### config.mk
export PLATFORM = sky130hd
export DESIGN_NAME = egsa_ctrl
export DESIGN_NICKNAME = d
export VERILOG_FILES = /design/src/egsa_pkg.sv /design/src/egsa_ctrl.sv
export SDC_FILE = /design/constraint.sdc
export NUM_CORES = 1
export LEC_CHECK = 0
export BUFFER_PORTS_ARGS = -buffer_cell sky130_fd_sc_hd__buf_2
export CAP_MARGIN = 20
export CORE_AREA = 4 4 41 43
export CTS_CLUSTER_SIZE = 14
export DETAILED_ROUTE_END_ITERATION = 10
export DIE_AREA = 0 0 45 47
export GPL_TIMING_DRIVEN = 0
export PLACE_DENSITY = 0.5
export SLEW_MARGIN = 15
export SYNTH_ARGS = -nofsm -noshare
export SYNTH_HDL_FRONTEND = slang
export SYNTH_SLANG_ARGS = --single-unit
### constraint.sdc
create_clock -name clk_i -period 1.3 [get_ports clk_i]
set_input_delay 0.195 -clock clk_i [delete_from_list [all_inputs] [get_ports clk_i]]
set_output_delay 0.195 -clock clk_i [all_outputs]
set_load 0.005 [all_outputs]
### src/egsa_pkg.sv
// Shared types and constants for the embedding gradient scatter-add block.
`default_nettype none
package egsa_pkg;

  // Default capacity of the gradient table
  localparam int unsigned MaxRowsDef     = 256;
  localparam int unsigned MaxRowWidthDef = 16;

  // Configuration port geometry
  localparam int unsigned CfgIdxW  = 2;
  localparam int unsigned CfgDataW = 9;

  // Register field widths
  localparam int unsigned VocabW = 9;
  localparam int unsigned RwidW  = 5;
  localparam int unsigned TokW   = 16;
  localparam int unsigned ColW   = 4;
  localparam int unsigned ValW   = 32;

  // Compare widths wide enough for any legal capacity
  localparam int unsigned RowCmpW = 17;
  localparam int unsigned WidCmpW = 11;

  // Stream payload widths
  localparam int unsigned InDataW  = 56;
  localparam int unsigned OutDataW = 40;

  // Register indexes
  localparam logic [CfgIdxW-1:0] RegVocab   = 2'd0;
  localparam logic [CfgIdxW-1:0] RegRowWid  = 2'd1;
  localparam logic [CfgIdxW-1:0] RegPadding = 2'd2;

  // Item kinds
  typedef enum logic {
    KIND_ACC  = 1'b0,
    KIND_READ = 1'b1
  } kind_e;

  // Controller to datapath commands
  typedef struct packed {
    logic clear;   // write zero at the sweep address
    logic load;    // capture and decode an input beat
    logic update;  // finish the item: write back and fill the output register
  } egsa_cmd_t;

  // Datapath to controller status
  typedef struct packed {
    logic clear_last;  // sweep is at the last table entry
  } egsa_status_t;

endpackage
`default_nettype wire

### src/egsa_ctrl.sv
// Controller state machine: table clearing sweep and per-item sequencing.
`default_nettype none
module egsa_ctrl (
  input  wire logic                  clk_i,
  input  wire logic                  rst_ni,
  input  wire logic                  in_valid_i,
  output logic                       in_ready_o,
  output logic                       out_valid_o,
  input  wire logic                  out_ready_i,
  input  wire egsa_pkg::egsa_status_t status_i,
  output egsa_pkg::egsa_cmd_t        cmd_o
);
  import egsa_pkg::*;

  typedef enum logic [1:0] {
    ST_CLEAR,
    ST_IDLE,
    ST_READ,
    ST_UPD
  } state_e;

  state_e state_q;
  logic   out_valid_q;
  logic   slot_free;

  // Output register can take a new result this cycle
  assign slot_free = !out_valid_q || out_ready_i;

  assign in_ready_o  = (state_q == ST_IDLE);
  assign out_valid_o = out_valid_q;

  // Commands to the datapath
  always_comb begin
    cmd_o        = '0;
    cmd_o.clear  = (state_q == ST_CLEAR);
    cmd_o.load   = (state_q == ST_IDLE) && in_valid_i;
    cmd_o.update = (state_q == ST_UPD) && slot_free;
  end

  // Hold state and output valid
  always_ff @(posedge clk_i or negedge rst_ni) begin
    if (!rst_ni) begin
      state_q     <= ST_CLEAR;
      out_valid_q <= 1'b0;
    end else begin
      if (out_valid_q && out_ready_i) begin
        out_valid_q <= 1'b0;
      end
      case (state_q)
        ST_CLEAR: begin
          if (status_i.clear_last) begin
            state_q <= ST_IDLE;
          end
        end
        ST_IDLE: begin
          if (in_valid_i) begin
            state_q <= ST_READ;
          end
        end
        ST_READ: begin
          state_q <= ST_UPD;
        end
        ST_UPD: begin
          if (slot_free) begin
            out_valid_q <= 1'b1;
            state_q     <= ST_IDLE;
          end
        end
        default: begin
          state_q <= ST_IDLE;
        end
      endcase
    end
  end

endmodule
`default_nettype wire

==> implementation parameters <==
Parameter                              Value

Logic synthesis
  Number of library cell types mapped by synthesis ... 11
  Flip-flop and latch count after synthesis ... 3
  Mapped Nets ... 28
  Ys Warns ... 0
  Average size of a mapped cell ... 12.1 um2
  Synthesized instance count ... 19
  Sequential share of the synthesized area ... 0.326
  Netlist Area Pre-Place ... 230 um2

Setup path
  Category of the worst setup path launch point ... flop
  Critical register-to-register path startpoint ... state_q[0]$_DFFE_PN0P_
  Worst path cell trace ... inv_2 > ha_4 > inv_4 > o221ai_4 > mux2_4
  Cell family with the largest share of critical-path delay ... flip-flops
  Worst Reg2Reg Path Length in Cells ... 5
  Worst setup path endpoint ... state_q[1]$_DFFE_PN0P_
  Number of buffer and inverter instances along the worst setup path ... 2
  Number of stages on the worst setup path ... 5
  Worst reg2reg endpoint ... state_q[1]$_DFFE_PN0P_
  Crit path largest cell delay ... 0.44 ns
  Critical path endpoint category ... flop
  Crit path required time ... 1.41 ns
  Critical Path Source ... state_q[0]$_DFFE_PN0P_
  Crit path arrival time ... 1.45 ns
  Worst-case register-to-register setup slack ... -0.04 ns
  Critical Path Slowest Stage Cell ... dfrtp_2
  Critical path class ... flop to flop
  Largest fanout on the critical path ... 4

Finish
  Highest-count cells in the layout ignoring fill and taps ... buf_2, clkbuf_4, buf_4
  Most common library cell in the layout ignoring fill and taps ... buf_2
  Final core utilization ... 0.298
  Total area of sequential cells ... 76.3 um2
  Total of fill cells in the finished design ... 145
  Area of the multi-input gates ... 165 um2
  Summed area of non-filler cells in the final layout ... 388 um2
  Number of antenna diodes ... 0
  Relative area change from synthesis to final layout ... 68.5%
  Final nets ... 46
  Ratio of cells with drive above 1 in the final layout ... 0.694

Timing
  Maximum frequency from static timing analysis ... 744 MHz
  Rel. slew slack ... 0.878
  Final clock skew ... 0.000163 ns
  Crit share post-route ... 1.03
  Worst Slack Setup Final ... -0.0434 ns
  Setup violation total in the final timing report ... 5
  RSZ-0062 raised after global routing ... true
  Slew at the pin closest to its max-slew limit ... 0.182 ns
  Fin crit period ... 1.34 ns
  Number of hold violations in the final report ... 0
  Max-slew violations ... 0

CTS
  Clock network latency to the later pin of the worst-skew pair ... 0.23 ns
  Number of sinks on the clock net ... 3
  CTS Root Buffer Type ... clkbuf_4
  Clock buffer depth ... 2
  Cts bufs inserted ... 3
  Clock transition time at the flip-flop clock pins of the worst setup and hold paths ... 0.04 ns
  TritonCTS clock tree ... built
  Maximum level of the CTS H-tree ... 1

GRT
  Pin count of the biggest net entering global routing ... 5
  Met3 capacity usage during global routing ... 0.0575
  Vias in the first global route ... 186
  Grt ovf ... 0
  Met2 usage ... 0.0621
  Highest-utilization routing layer at the global route stage ... met2
  Overall global routing resource usage ... 0.0530
  First-pass GRT wire length ... 703 um
  Met1 global-route usage ... 0.0615
  Antenna violations before repair ... 0

Routing
  First-pass iteration count of the detailed router ... 1
  Average routed wire per standard cell ... 9.75 um
  Routed via count ... 179
  DRC viols ... 0
  Vias/cell ... 3.51
  Routed wire length ... 497 um
  First DRT Iteration DRCs ... 0
  Count of antenna-violating nets left after detailed routing ... 0

Placement
  Weighted congestion at the end of routability-driven global placement ... 0.662
  Half-perimeter wire length of the detailed placement result ... 328 um
  Port-buffer cells ... 9
  Cell area reported after detailed placement ... 298 um2

Floorplanning
  Die boundary height ... 47 um
  Floorplan Core Area ... 1300 um2
  Starting Density ... 0.177
  Std cell rows ... 13
  I/O pin cnt ... 10
  Die extent in x ... 45 um
  Floorplan die area ... 2120 um2

Status
  Failing checks ... setup timing
  Run status ... complete, but fails checks

Power and ir drop
  PwrDens ... 2450 nW/um2
  Static leakage ... 0.187 nW
  VDD IR max ... 611 uV
  Tot Pwr ... 0.950 mW

Job
  Max_cap viols ... 0

Worst hold path
  Class of the tightest hold or removal check ... primary input to flop
## per-stage QoR
step                TNS, ns  hold slack (ns)  setup slack (ns)  std cells
floorplan           -0.0402           -0.101           -0.0402         19
global placement    -0.0997         -0.00751           -0.0997         43
detailed placement  -0.0928         -0.00706           -0.0928         43
CTS                  -0.238            0.267           -0.0930         49
global route         -0.429            0.288            -0.108         51
finish               -0.112            0.268           -0.0434         51
## cell families (layout without fill, tap and decap cells)
group / count (synthesis) / in the layout / share of synthesized area
multiplexers: 2 / 2 / 0.109
flip-flops: 3 / 3 / 0.326
AO/OA/AOI/OAI: 1 / 1 / 0.114
adder cells (fa/ha/maj): 4 / 4 / 0.217
AND/OR/NAND/NOR: 5 / 5 / 0.168
buffers and inverters: 4 / 21 / 0.0652
## worst min-delay path, stage by stage
cell and delay, ns:
buf_2 0.07, nand2b_4 0.13, nand2_1 0.05
## cells in the mapped netlist, drive strengths merged
master  number  share of area
ha           4           0.22
nand2        1          0.016
mux2i        1          0.043
o221ai       1           0.11
inv          2          0.033
nand2b       2          0.098
clkinv       2          0.033
and2         2          0.054
dfrtp        3           0.33
mux2         1          0.065
## cell type report
type / instances / area share
Tap cell: 15 / 0.0484
Clock buffer: 4 / 0.0677
Multi-Input combinational cell: 12 / 0.426
Sequential cell: 3 / 0.197
Timing Repair Buffer: 13 / 0.216
Inverter: 4 / 0.0452
## worst min path at each step
stage / startpoint / endpoint / slack, ns / depth (start not counted)
6_report: out_ready_i / out_valid_o$_DFF_PN0_ / 0.27 / 3
5_1_grt: rst_ni / state_q[1]$_DFFE_PN0P_ / 0.29 / 2
4_1_cts: out_ready_i / out_valid_o$_DFF_PN0_ / 0.27 / 3
3_5_place_dp: rst_ni / out_valid_o$_DFF_PN0_ / -0.007 / 1
3_3_place_gp: rst_ni / out_valid_o$_DFF_PN0_ / -0.008 / 1
2_1_floorplan: rst_ni / out_valid_o$_DFF_PN0_ / -0.10 / 0
## layer usage
layer  part of all wire  wire length, um
met1               0.44              217
met4                  0                0
met5                  0                0
met3               0.11               55
met2               0.45              224
## registers in the layout (all words and copies together) (netlist names)
| register | count |
|---|---|
| out_valid_o | 1 |
| state_q | 2 |
## power breakdown
| part | total (mW) | internal, mW | switching [mW] |
|---|---|---|---|
| Clock | 0.160 | 0.115 | 0.0450 |
| Sequential | 0.208 | 0.147 | 0.0608 |
| Combinational | 0.582 | 0.341 | 0.241 |
| Total | 0.950 | 0.603 | 0.347 |
## repair_timing
item / 4_1_cts / 5_1_grt
setup endpoints to repair: 3 / 6
gates cloned: 0 / 0
pin swaps: 0 / 2
endpoints found under the hold margin: 3 / 0
setup buffers: 1 / 2
hold buffers: 1 / 0
gates resized for setup: 0 / 8
No activity file was read; power rests on OpenSTA's default activity.
